## src/sv/assert_macros.svh

```systemverilog
// assertion macros shared by the selector rtl
// no dependencies; define NO_ASSERTIONS to compile them out
`ifndef ASSERT_MACROS_SVH
`define ASSERT_MACROS_SVH
`ifndef NO_ASSERTIONS
// expression must hold at every clock edge outside reset
`define ASSERT_ALWAYS(label, clk, rst, expr) \
   label: assert property (@(posedge clk) disable iff (rst) (expr)) \
      else $error("invariant violated");
// consequent must hold in the cycle after the antecedent
`define ASSERT_NEXT(label, clk, rst, ante, cons) \
   label: assert property (@(posedge clk) disable iff (rst) (ante) |=> (cons)) \
      else $error("next-cycle check failed");
`else
`define ASSERT_ALWAYS(label, clk, rst, expr)
`define ASSERT_NEXT(label, clk, rst, ante, cons)
`endif
`endif

```

## src/sv/sgss_pkg.sv

```systemverilog
// types, codes and constants for the solar/grid source selector
// no dependencies
`default_nettype none
package sgss_pkg;

   localparam int VAL_W = 12;
   localparam int EFF_W = 10;
   localparam int ACC_W = 15;
   localparam int IN_DATA_W = 56;
   localparam int OUT_DATA_W = 16;
   localparam int ADDR_W = 5;
   localparam int CSR_DATA_W = 32;

   typedef enum logic [1:0] {
      MODE_NORMAL = 2'd0,
      MODE_DEGRADED = 2'd1,
      MODE_EMERGENCY = 2'd2
   } mode_type;

   typedef enum logic [1:0] {
      SRC_NONE = 2'd0,
      SRC_SOLAR = 2'd1,
      SRC_GRID = 2'd2
   } source_type;

   typedef enum logic [2:0] {
      REG_AUTO_ENABLE = 3'd0,
      REG_SOLAR_VOLT_MIN = 3'd1,
      REG_SOLAR_VOLT_MAX = 3'd2,
      REG_SOLAR_CURR_MIN = 3'd3,
      REG_GRID_VOLT_MIN = 3'd4,
      REG_GRID_VOLT_MAX = 3'd5,
      REG_BONUS_VOLT = 3'd6,
      REG_TEMP_KNEE = 3'd7
   } reg_index_type;

   // register reset values
   localparam logic [VAL_W-1:0] RST_SOLAR_VOLT_MIN = 12'd120;
   localparam logic [VAL_W-1:0] RST_SOLAR_VOLT_MAX = 12'd220;
   localparam logic [VAL_W-1:0] RST_SOLAR_CURR_MIN = 12'd10;
   localparam logic [VAL_W-1:0] RST_GRID_VOLT_MIN = 12'd2000;
   localparam logic [VAL_W-1:0] RST_GRID_VOLT_MAX = 12'd2500;
   localparam logic [VAL_W-1:0] RST_BONUS_VOLT = 12'd130;
   localparam logic [VAL_W-1:0] RST_TEMP_KNEE = 12'd350;

   // efficiency figures, tenths of a percent
   localparam logic signed [ACC_W-1:0] EFF_SOLAR = 15'sd900;
   localparam logic signed [ACC_W-1:0] EFF_BONUS = 15'sd50;
   localparam logic signed [ACC_W-1:0] EFF_GRID = 15'sd750;
   localparam logic signed [ACC_W-1:0] EFF_MODE_PENALTY = 15'sd100;
   localparam logic signed [ACC_W-1:0] EFF_MAX = 15'sd1000;

   typedef struct packed {
      logic [VAL_W-1:0] solar_volts;
      logic [VAL_W-1:0] solar_amps;
      logic [VAL_W-1:0] grid_volts;
      logic solar_sensor_ok;
      logic grid_sensor_ok;
      logic critical_flag;
      logic signed [VAL_W-1:0] temperature;
   } sample_type;

   typedef struct packed {
      logic auto_enable;
      logic [VAL_W-1:0] solar_volt_min;
      logic [VAL_W-1:0] solar_volt_max;
      logic [VAL_W-1:0] solar_curr_min;
      logic [VAL_W-1:0] grid_volt_min;
      logic [VAL_W-1:0] grid_volt_max;
      logic [VAL_W-1:0] bonus_volt;
      logic signed [VAL_W-1:0] temp_knee;
   } cfg_type;

   typedef struct packed {
      logic solar_on;
      logic grid_on;
      source_type source;
   } relay_state_type;

   typedef struct packed {
      logic solar_relay;
      logic grid_relay;
      mode_type op_mode;
      source_type active_source;
      logic [EFF_W-1:0] efficiency;
   } result_type;

endpackage
`default_nettype wire

```

## src/sv/sgss_decide.sv

```systemverilog
// mode, relay and efficiency decision for one sample word
// depends on sgss_pkg
`default_nettype none
module sgss_decide (
   input  sgss_pkg::sample_type      sample,
   input  sgss_pkg::cfg_type         cfg,
   input  sgss_pkg::relay_state_type state_cur,
   output sgss_pkg::relay_state_type state_nxt,
   output sgss_pkg::result_type      result
);
   import sgss_pkg::*;

   logic solar_viable;
   logic grid_viable;
   mode_type mode;
   logic drive;
   logic solar_tgt;
   logic grid_tgt;
   logic temp_hot;
   logic signed [VAL_W:0] temp_diff;
   logic signed [ACC_W-1:0] base;
   logic signed [ACC_W-1:0] penalty;
   logic signed [ACC_W-1:0] mode_pen;
   logic signed [ACC_W-1:0] eff_raw;

   // source viability windows
   assign solar_viable = sample.solar_sensor_ok
                         && (sample.solar_volts >= cfg.solar_volt_min)
                         && (sample.solar_volts <= cfg.solar_volt_max)
                         && (sample.solar_amps > cfg.solar_curr_min);
   assign grid_viable = sample.grid_sensor_ok
                        && (sample.grid_volts >= cfg.grid_volt_min)
                        && (sample.grid_volts <= cfg.grid_volt_max);

   // operating mode
   always_comb begin
      if (sample.critical_flag) begin
         mode = MODE_EMERGENCY;
      end else if (solar_viable && grid_viable) begin
         mode = MODE_NORMAL;
      end else if (grid_viable) begin
         mode = MODE_DEGRADED;
      end else begin
         mode = MODE_EMERGENCY;
      end
   end

   // relay targets; nothing moves while critical
   always_comb begin
      drive = 1'b0;
      solar_tgt = state_cur.solar_on;
      grid_tgt = state_cur.grid_on;
      if (!sample.critical_flag) begin
         if (mode == MODE_EMERGENCY) begin
            drive = 1'b1;
            solar_tgt = 1'b0;
            grid_tgt = grid_viable;
         end else if (cfg.auto_enable) begin
            drive = 1'b1;
            solar_tgt = (mode == MODE_NORMAL);
            grid_tgt = (mode != MODE_NORMAL);
         end
      end
   end

   // next relay state; a relay closing claims the source, grid over solar if both close
   always_comb begin
      state_nxt = state_cur;
      if (drive) begin
         state_nxt.solar_on = solar_tgt;
         state_nxt.grid_on = grid_tgt;
         if (solar_tgt && !state_cur.solar_on) begin
            state_nxt.source = SRC_SOLAR;
         end
         if (grid_tgt && !state_cur.grid_on) begin
            state_nxt.source = SRC_GRID;
         end
      end
   end

   // efficiency estimate for the updated state
   assign temp_diff = {sample.temperature[VAL_W-1], sample.temperature}
                      - {cfg.temp_knee[VAL_W-1], cfg.temp_knee};
   assign temp_hot = (sample.temperature > cfg.temp_knee);

   always_comb begin
      case (state_nxt.source)
         SRC_SOLAR: begin
            base = (sample.solar_volts >= cfg.bonus_volt) ? (EFF_SOLAR + EFF_BONUS)
                                                          : EFF_SOLAR;
         end
         SRC_GRID: begin
            base = EFF_GRID;
         end
         default: begin
            base = '0;
         end
      endcase
   end

   assign penalty = temp_hot ? {temp_diff[VAL_W], temp_diff, 1'b0} : '0;
   assign mode_pen = (mode != MODE_NORMAL) ? EFF_MODE_PENALTY : '0;
   assign eff_raw = base - penalty - mode_pen;

   // result word with clamp to 0..1000
   always_comb begin
      result.solar_relay = state_nxt.solar_on;
      result.grid_relay = state_nxt.grid_on;
      result.op_mode = mode;
      result.active_source = state_nxt.source;
      if (eff_raw < 0) begin
         result.efficiency = '0;
      end else if (eff_raw > EFF_MAX) begin
         result.efficiency = EFF_MAX[EFF_W-1:0];
      end else begin
         result.efficiency = eff_raw[EFF_W-1:0];
      end
   end

endmodule
`default_nettype wire

```

## src/sv/solar_grid_source_selector.sv

```systemverilog
// a word accepted into the input register moves into the result register and leaves from there;
// throughput one word per cycle while the receiver takes result words without stalling
// the relay state register updates through the decision logic as each word advances
// reset is synchronous, active high: relays grid on / solar off, source grid,
// registers at their defaults, both pipeline stages empty
`default_nettype none
`include "assert_macros.svh"
module solar_grid_source_selector (
   input  wire logic clock,
   input  wire logic reset,
   // sample words
   input  wire logic req_tvalid,
   output logic req_tready,
   // solar_volts[11:0], solar_amps[23:12], grid_volts[35:24],
   // solar_sensor_ok[36], grid_sensor_ok[37], critical_flag[38],
   // temperature[50:39], zero[55:51]
   input  wire logic [sgss_pkg::IN_DATA_W-1:0] req_tdata,
   // result words
   output logic rsp_tvalid,
   input  wire logic rsp_tready,
   // solar_relay[0], grid_relay[1], op_mode[3:2], active_source[5:4],
   // efficiency[15:6]
   output logic [sgss_pkg::OUT_DATA_W-1:0] rsp_tdata,
   // register port
   input  wire logic csr_psel,
   input  wire logic csr_penable,
   input  wire logic csr_pwrite,
   input  wire logic [sgss_pkg::ADDR_W-1:0] csr_paddr,
   input  wire logic [sgss_pkg::CSR_DATA_W-1:0] csr_pwdata,
   output logic [sgss_pkg::CSR_DATA_W-1:0] csr_prdata,
   output logic csr_pready
);
   import sgss_pkg::*;

   cfg_type cfg_ff;
   cfg_type cfg_in;
   relay_state_type state_ff;
   relay_state_type state_nxt;
   sample_type sample_ff;
   sample_type sample_in;
   logic in_valid_ff;
   logic in_valid_in;
   result_type result_nxt;
   result_type result_ff;
   logic out_valid_ff;
   logic out_valid_in;
   logic advance;
   logic csr_write;
   reg_index_type csr_index;

   // register port
   assign csr_pready = 1'b1;
   assign csr_write = csr_psel && csr_penable && csr_pwrite && csr_pready;
   assign csr_index = reg_index_type'(csr_paddr[ADDR_W-1:2]);

   always_comb begin
      cfg_in = cfg_ff;
      if (csr_write) begin
         case (csr_index)
            REG_AUTO_ENABLE:    cfg_in.auto_enable = csr_pwdata[0];
            REG_SOLAR_VOLT_MIN: cfg_in.solar_volt_min = csr_pwdata[VAL_W-1:0];
            REG_SOLAR_VOLT_MAX: cfg_in.solar_volt_max = csr_pwdata[VAL_W-1:0];
            REG_SOLAR_CURR_MIN: cfg_in.solar_curr_min = csr_pwdata[VAL_W-1:0];
            REG_GRID_VOLT_MIN:  cfg_in.grid_volt_min = csr_pwdata[VAL_W-1:0];
            REG_GRID_VOLT_MAX:  cfg_in.grid_volt_max = csr_pwdata[VAL_W-1:0];
            REG_BONUS_VOLT:     cfg_in.bonus_volt = csr_pwdata[VAL_W-1:0];
            REG_TEMP_KNEE:      cfg_in.temp_knee = csr_pwdata[VAL_W-1:0];
            default:            cfg_in = cfg_ff;
         endcase
      end
   end

   // register readback
   always_comb begin
      csr_prdata = '0;
      case (csr_index)
         REG_AUTO_ENABLE:    csr_prdata[0] = cfg_ff.auto_enable;
         REG_SOLAR_VOLT_MIN: csr_prdata[VAL_W-1:0] = cfg_ff.solar_volt_min;
         REG_SOLAR_VOLT_MAX: csr_prdata[VAL_W-1:0] = cfg_ff.solar_volt_max;
         REG_SOLAR_CURR_MIN: csr_prdata[VAL_W-1:0] = cfg_ff.solar_curr_min;
         REG_GRID_VOLT_MIN:  csr_prdata[VAL_W-1:0] = cfg_ff.grid_volt_min;
         REG_GRID_VOLT_MAX:  csr_prdata[VAL_W-1:0] = cfg_ff.grid_volt_max;
         REG_BONUS_VOLT:     csr_prdata[VAL_W-1:0] = cfg_ff.bonus_volt;
         REG_TEMP_KNEE:      csr_prdata[VAL_W-1:0] = cfg_ff.temp_knee;
         default:            csr_prdata = '0;
      endcase
   end

   always_ff @(posedge clock) begin
      if (reset) begin
         cfg_ff.auto_enable <= 1'b0;
         cfg_ff.solar_volt_min <= RST_SOLAR_VOLT_MIN;
         cfg_ff.solar_volt_max <= RST_SOLAR_VOLT_MAX;
         cfg_ff.solar_curr_min <= RST_SOLAR_CURR_MIN;
         cfg_ff.grid_volt_min <= RST_GRID_VOLT_MIN;
         cfg_ff.grid_volt_max <= RST_GRID_VOLT_MAX;
         cfg_ff.bonus_volt <= RST_BONUS_VOLT;
         cfg_ff.temp_knee <= RST_TEMP_KNEE;
      end else begin
         cfg_ff <= cfg_in;
      end
   end

   // pipeline handshake: the input stage moves on when the result slot frees
   assign advance = in_valid_ff && (!out_valid_ff || rsp_tready);
   assign req_tready = !in_valid_ff || advance;
   assign in_valid_in = (req_tvalid && req_tready) || (in_valid_ff && !advance);
   assign out_valid_in = advance || (out_valid_ff && !rsp_tready);

   // unpack the incoming word
   always_comb begin
      sample_in.solar_volts = req_tdata[11:0];
      sample_in.solar_amps = req_tdata[23:12];
      sample_in.grid_volts = req_tdata[35:24];
      sample_in.solar_sensor_ok = req_tdata[36];
      sample_in.grid_sensor_ok = req_tdata[37];
      sample_in.critical_flag = req_tdata[38];
      sample_in.temperature = req_tdata[50:39];
   end

   always_ff @(posedge clock) begin
      if (reset) begin
         in_valid_ff <= 1'b0;
         out_valid_ff <= 1'b0;
      end else begin
         in_valid_ff <= in_valid_in;
         out_valid_ff <= out_valid_in;
      end
   end

   // input register
   always_ff @(posedge clock) begin
      if (req_tvalid && req_tready) begin
         sample_ff <= sample_in;
      end
   end

   sgss_decide u_decide (
      .sample    (sample_ff),
      .cfg       (cfg_ff),
      .state_cur (state_ff),
      .state_nxt (state_nxt),
      .result    (result_nxt)
   );

   // relay state follows each word as it moves into the result register
   always_ff @(posedge clock) begin
      if (reset) begin
         state_ff.solar_on <= 1'b0;
         state_ff.grid_on <= 1'b1;
         state_ff.source <= SRC_GRID;
      end else if (advance) begin
         state_ff <= state_nxt;
      end
   end

   // result register
   always_ff @(posedge clock) begin
      if (advance) begin
         result_ff <= result_nxt;
      end
   end

   assign rsp_tvalid = out_valid_ff;
   assign rsp_tdata = {result_ff.efficiency, result_ff.active_source, result_ff.op_mode,
                       result_ff.grid_relay, result_ff.solar_relay};

   // checks
   `ASSERT_ALWAYS(a_relays_exclusive, clock, reset, !(state_ff.solar_on && state_ff.grid_on))
   `ASSERT_ALWAYS(a_source_named, clock, reset, state_ff.source != SRC_NONE)
   `ASSERT_NEXT(a_critical_freeze, clock, reset, advance && sample_ff.critical_flag, $stable(state_ff))
   `ASSERT_ALWAYS(a_eff_range, clock, reset, !out_valid_ff || (result_ff.efficiency <= EFF_MAX[EFF_W-1:0]))
   `ASSERT_NEXT(a_stall_holds_input, clock, reset, in_valid_ff && !advance, in_valid_ff && $stable(sample_ff))

endmodule
`default_nettype wire

```

## config.mk

```make
export PLATFORM = sky130hd
export DESIGN_NAME = solar_grid_source_selector
export DESIGN_NICKNAME = d
export VERILOG_FILES = /design/src/sv/sgss_pkg.sv /design/src/sv/sgss_decide.sv /design/src/sv/solar_grid_source_selector.sv
export VERILOG_INCLUDE_DIRS = /design/src /design/src/sv
export SDC_FILE = /design/constraint.sdc
export NUM_CORES = 1
export LEC_CHECK = 0
export BUFFER_PORTS_ARGS = -buffer_cell sky130_fd_sc_hd__clkbuf_2
export CORE_ASPECT_RATIO = 0.8
export CORE_UTILIZATION = 47
export DETAILED_ROUTE_END_ITERATION = 8
export HOLD_SLACK_MARGIN = 0.06
export PLACE_DENSITY = 0.76
export SYNTH_ARGS = -nofsm -noshare
export SYNTH_HDL_FRONTEND = slang
export SYNTH_SLANG_ARGS = --single-unit
```

## constraint.sdc

```tcl
create_clock -name clock -period 5.4 [get_ports clock]
set_input_delay 0.54 -clock clock [delete_from_list [all_inputs] [get_ports clock]]
set_output_delay 0.54 -clock clock [all_outputs]
set_load 0.1 [all_outputs]
```

After elaboration in Yosys (flattened, before gate mapping)
Index checks and enable logic that the tools add are counted.

cells by class
  add/sub/neg operators = 3
  magnitude comparators = 9
  equal/unequal tests = 10
  multiplexer cells = 22
  reductions and logical operators = 36

operator list
  operator                                                         number
  one-hot mux 11 bit (7 select lines)                              1
  greater-or-equal comparator 12 bit                               3
  one-hot mux 15 bit (2 select lines)                              1
  greater-than comparator 12 bit                                   2
  less-or-equal comparator 12 bit                                  2
  AND reduction 2 bit                                              8
  greater-than comparator 15 x 11 -> 1 bit, second input constant  1
  < comparator 15 x 1 -> 1 bit, second input constant              1
  two-way mux 15 bit                                               1
  subtractor 15 bit                                                1
  subtractor 15 x 8 -> 15 bit                                      1
  logical AND 1 bit                                                14
  subtractor 12 x 12 -> 13 bit                                     1
  equality test 3 bit, second input constant                       4
  two-way mux 10 bit                                               1
  two-way mux 2 bit                                                5
  two-way mux 1 bit                                                9
  one-hot mux 1 bit (8 select lines)                               1
  two-way mux 7 bit                                                1
  equality test 3 x 2 -> 1 bit, second input constant              2
  zero test 1 bit                                                  6
  two-way mux 6 bit                                                1
  equality test 2 bit, second input constant                       2
  logical OR 1 bit                                                 4
  other kinds (7)                                                  7

word-level totals
  register bits after elaboration = 158
  output and inout port bits = 51
  word-level logic and storage cells = 106

Logic depth before layout (Yosys ltp)
  depth after elaboration = 21
  mapped depth = 27
  gate-level depth less buffers = 27

By module
Synthesis repeated with hierarchy kept, for this count alone.

second synthesis, totals
  cell total of the unflattened synthesis = 1096
  area, all modules = 10178.5 um^2

modules (own cells, without submodules)
  module                      instances  cells each  area each (um^2)  seq. area each (um^2)
  solar_grid_source_selector  1          579         6525.0            3833.7
  sgss_decide                 1          517         3653.5            0.0

Least setup slack after synthesis
No wires, ideal clock.

  path kind = flip-flop to flip-flop
  start point = register sample_ff[40] in the netlist's numbering
  end point = register result_ff (netlist bit rsp_tdata[9]) (data pin)
  setup time = 254 ps
  data arrival time = 5681 ps
  slack = -535 ps
  stages on the path, launching flop included = 26
  path buffers = 0
  path through = edfxtp_1 ha_1 nor2b_1 o21a_1 o21ai_0 a21oi_1 a211oi_1 o21ai_0 a221oi_1 and3b_1 o22ai_1 ha_1 inv_1 nand3b_1 o21ai_0 fa_1 ha_1 nand2_1 o21ai_0 nand3_1 nand2_1 a221o_1 or3_4 a211oi_4 o41ai_2 o21a_1

between the ends
  word-level cells in the longest chain between the ends = 21
  elaborated cells on any way between the ends = 35
  those cells by class = add/sub: 2; order compare: 5; eq/ne: 3; mux: 17; reduce/logical: 8

RTL lines
  element                                                                     RTL line                           source
  from (decl)                                                                 solar_grid_source_selector.sv:39   sample_type sample_ff;
  from (signal assigned)                                                      solar_grid_source_selector.sv:134  sample_ff <= sample_in;
  greater-or-equal comparator 12 bit                                          sgss_decide.sv:28                  && (sample.solar_volts >= cfg.solar_volt_min)
  logical AND 1 bit                                                           sgss_decide.sv:28
  logical AND 1 bit                                                           sgss_decide.sv:29                  && (sample.solar_volts <= cfg.solar_volt_max)
  logical AND 1 bit                                                           sgss_decide.sv:30                  && (sample.solar_amps > cfg.solar_curr_min);
  logical AND 1 bit                                                           sgss_decide.sv:39                  end else if (solar_viable && grid_viable) begin
  two-way mux 2 bit                                                           sgss_decide.sv:39
  two-way mux 2 bit                                                           sgss_decide.sv:37                  if (sample.critical_flag) begin
  zero test 2 bit                                                             sgss_decide.sv:60                  solar_tgt = (mode == MODE_NORMAL);
  (+5 left out)                                                               n/a
  two-way mux 2 bit                                                           sgss_decide.sv:75                  if (grid_tgt && !state_cur.grid_on) begin
  two-way mux 4 bit                                                           sgss_decide.sv:69                  if (drive) begin
  equality test 2 bit / equality test 2 x 1 -> 1 bit (equally long branches)  sgss_decide.sv:87                  case (state_nxt.source)
  one-hot mux 15 bit (2 select lines)                                         sgss_decide.sv:87
  subtractor 15 bit                                                           sgss_decide.sv:103                 assign eff_raw = base - penalty - mode_pen;
  subtractor 15 x 8 -> 15 bit *                                               sgss_decide.sv:103
  greater-than comparator 15 x 11 -> 1 bit                                    sgss_decide.sv:113                 end else if (eff_raw > EFF_MAX) begin
  two-way mux 10 bit                                                          sgss_decide.sv:113
  to (signal assigned)                                                        solar_grid_source_selector.sv:160  result_ff <= result_nxt;
  to (decl)                                                                   solar_grid_source_selector.sv:44   result_type result_ff;

Every way passes the cells marked *; elsewhere a longest branch is shown, timed or not.
A chain may end at the register's enable or synchronous reset.

==> results.toml <==
[route]
wl_um = 26300
drtIter0Drc = 707
via_count = 8357
dr.pass1.iters = 7
via_per_inst = 5.59
wire_per_inst_um = 17.6
postRouteAntennaNets = 0
drc = 0

[layout]
diodes = 0
layout-drive-gt1-share_pct = 22.6
area_delta_synth_final_pct = 21.7
nets = 1428
fin_util_pct = 58.8

[yosys]
mappedNetlistArea_um2 = 9650
yosys_warnings = 0
synth_area_leaders = "edfxtp_1 21%, dfxtp_1 19%, ha_1 14%"
ys_ff_latch = 157
synth_edf_count = 66
syn_inst = 1044
synth_ff_type = "dfxtp_1"
yosysTopAreaCell = "edfxtp_1"
synth_top_area_share_pct = 20.5
avgSynthCellArea_um2 = 9.24
ys_types = 67
seq_area_frac_synth_pct = 39.4
synthArstFlopShare_pct = 0

[global_routing]
grt_max_degree = 63
overflow = 0
antenna_found_initial = 0
grt_pass1_wl_um = 41200
grt_pass1_vias = 8032
grt.total_usage_pct = 25.4

[floorplanning]
die_w_um = 162
core_um2 = 20000
io-pin-count = 151
start_util_pct = 48.3
dieArea_um2 = 21100
die_h_um = 130
row_count = 46

[critical_path]
cp.arrival_ns = 6.02
cp.required_ns = 5.57
cp_slowest_stage_delay_ns = 0.49
cpMaxStageDelayCell = "fa_2"
setup.worst_path.start_class = "flip-flop"
path_class = "flip-flop to flip-flop"
crit_top_cell = "buf_4"
critPathMaxFanout = 4
end_kind = "flip-flop"

[timing]
finalMaxSlewViolations = 0
grt_setup_unrepaired = "true"
max_freq_mhz = 171
relSlewSlack_pct = 23.2
final.period_utilization_pct = 108
min_period_ns = 5.85
setup_viol_count_final = 9
finalWorstSetupSlack_ns = -0.447
skew_ns = 0.0113
final_hold_viol_count = 0
tightest_slew_ns = 1.15
setup-tns-final_ns = -3.78

[job]
max_cap_viol_count = 0

[cts]
numCtsBuffers = 17
clk-insertion-delay-late_ns = 0.44
cts.sinks = 157
clk_path_buf_depth = 2
root_buffer = "clkbuf_16"
cts_tree = "done"
clkTransAtPathRegs_ns = 0.07
htree_levels = 4

[pwr]
ir_drop_uv = 189
p_leak_nw = 5.02
powerDensity_nw_per_um2 = 281

[place]
place_congestion = 0.873
post-place-ws_ns = -0.357
place_hpwl_um = 19000
port_buffers = 101

[worst_hold_path]
hold_path.class = "primary input to flip-flop"

[run_status]
violations = "negative setup slack"
status = "complete, but fails checks"
flip-flops by register name, summed over array words and instances (netlist names):
name         count
cfg_ff          85
sample_ff       51
rsp_tdata       15
state_ff         4
in_valid_ff      1
rsp_tvalid       1
cell usage after synthesis (9+ instances only):
library cell  instances
buf_4                22
a221oi_1             11
nand4_1              15
mux4_2               11
a21o_1               26
o211ai_1             35
edfxtp_1             66
nand2b_1             12
clkbuf_1             35
nand3_1              12
inv_1               120
xnor2_1              11
mux2i_1              27
a21oi_1              80
ha_1                105
nor2_1               59
o21ai_0              34
dfxtp_1              91
nor3_1                9
nor2b_1              18
nand2_1             135
per-stage QoR:
stage	power, mW	hold slack, ns	area, um^2	cells
finish	3.30	0.274	11700	1496
detailed placement	2.11	0.448	10900	1449
CTS	3.28	0.272	11700	1494
global route	3.42	0.264	11700	1496
global placement	2.09	0.441	10900	1449
floorplan	1.90	0.436	9790	1064
report_power, final:
| group | switching, mW | internal [mW] |
|---|---|---|
| Sequential | 0.0230 | 1.28 |
| Clock | 0.512 | 0.647 |
| Combinational | 0.534 | 0.299 |
| Total | 1.07 | 2.23 |
layer usage:
metal | track usage (%) | share of wire [%] | vias to the layer above | routed length, um
met2 | 39.0 | 43 | 358 | 11300
met1 | 34.5 | 45 | 3935 | 12000
met5 | 1.14 | 0.12 | - | 32
li1 | - | - | 3998 | -
met4 | 11.6 | 3.6 | 2 | 937
met3 | 5.21 | 7.8 | 64 | 2060
critical path, delay by kind of cell (launching register included):
kind	cells	cell delay [ns]
AO/OA/AOI/OAI	13	2.63
adder cells (fa/ha/maj)	4	1.17
buffers and inverters	7	0.87
AND/OR/NAND/NOR	4	0.48
flip-flops	1	0.43
area by class of cell:
cell class                 count  area (um^2)
fill                        1676         8230
clock buffer                  19          443
timing repair buffer         197         1230
multi-input combinational    726         5370
inverter                     120          453
clock inverter                13          114
tap                          264          330
sequential                   157         3800
worst paths after layout:
| kind | from | endpoint | slack (ns) | depth (start not counted) |
|---|---|---|---|---|
| max reg2reg | sample_ff[16] | rsp_tdata[8] | -0.45 | 28 |
| max | sample_ff[16] | rsp_tdata[8] | -0.45 | 28 |
| min reg2reg | cfg_ff[58] | cfg_ff[58] | 0.46 | 2 |
| min | req_tdata[1] | sample_ff[40] | 0.27 | 1 |
placed cells by master (no fill, tap or decap), types with 5 or more instances in the layout:
cell         n
nand2_1    134
inv_1      119
clkbuf_2   101
ha_1       100
buf_4       96
dfxtp_1     91
a21oi_1     77
edfxtp_1    66
nor2_1      58
o211ai_1    35
o21ai_0     28
mux2i_1     27
a21o_1      26
conb_1      22
nor2b_1     17
clkbuf_16   17
nand4_1     15
nand2b_1    12
nand3_1     12
xnor2_1     11
mux4_2      11
a221oi_1    10
nor3_1       8
xor2_1       7
o21a_1       6
o21bai_1     6
a22oi_1      6
ha_4         5
kinds of logic (layout without fill, tap and decap cells):
| family | after synthesis | count (layout) | synth area share [%] |
|---|---|---|---|
| AND/OR/NAND/NOR | 291 | 291 | 14.0 |
| buffers and inverters | 181 | 349 | 7.91 |
| AO/OA/AOI/OAI | 247 | 247 | 17.1 |
| other | 2 | 22 | 0.0778 |
| multiplexers | 39 | 39 | 5.48 |
| adder cells (fa/ha/maj) | 109 | 109 | 14.4 |
| XOR/XNOR | 18 | 18 | 1.63 |
| flip-flops | 157 | 157 | 39.4 |
repair_timing:
item                                    in CTS  in global routing
hold buffers                                 0                  0
gates resized for setup                     17                  9
buffers inserted                            13                  2
endpoints found under the setup margin       9                  9
pin swaps                                   14                 10
(Power assumes the default switching activity.)
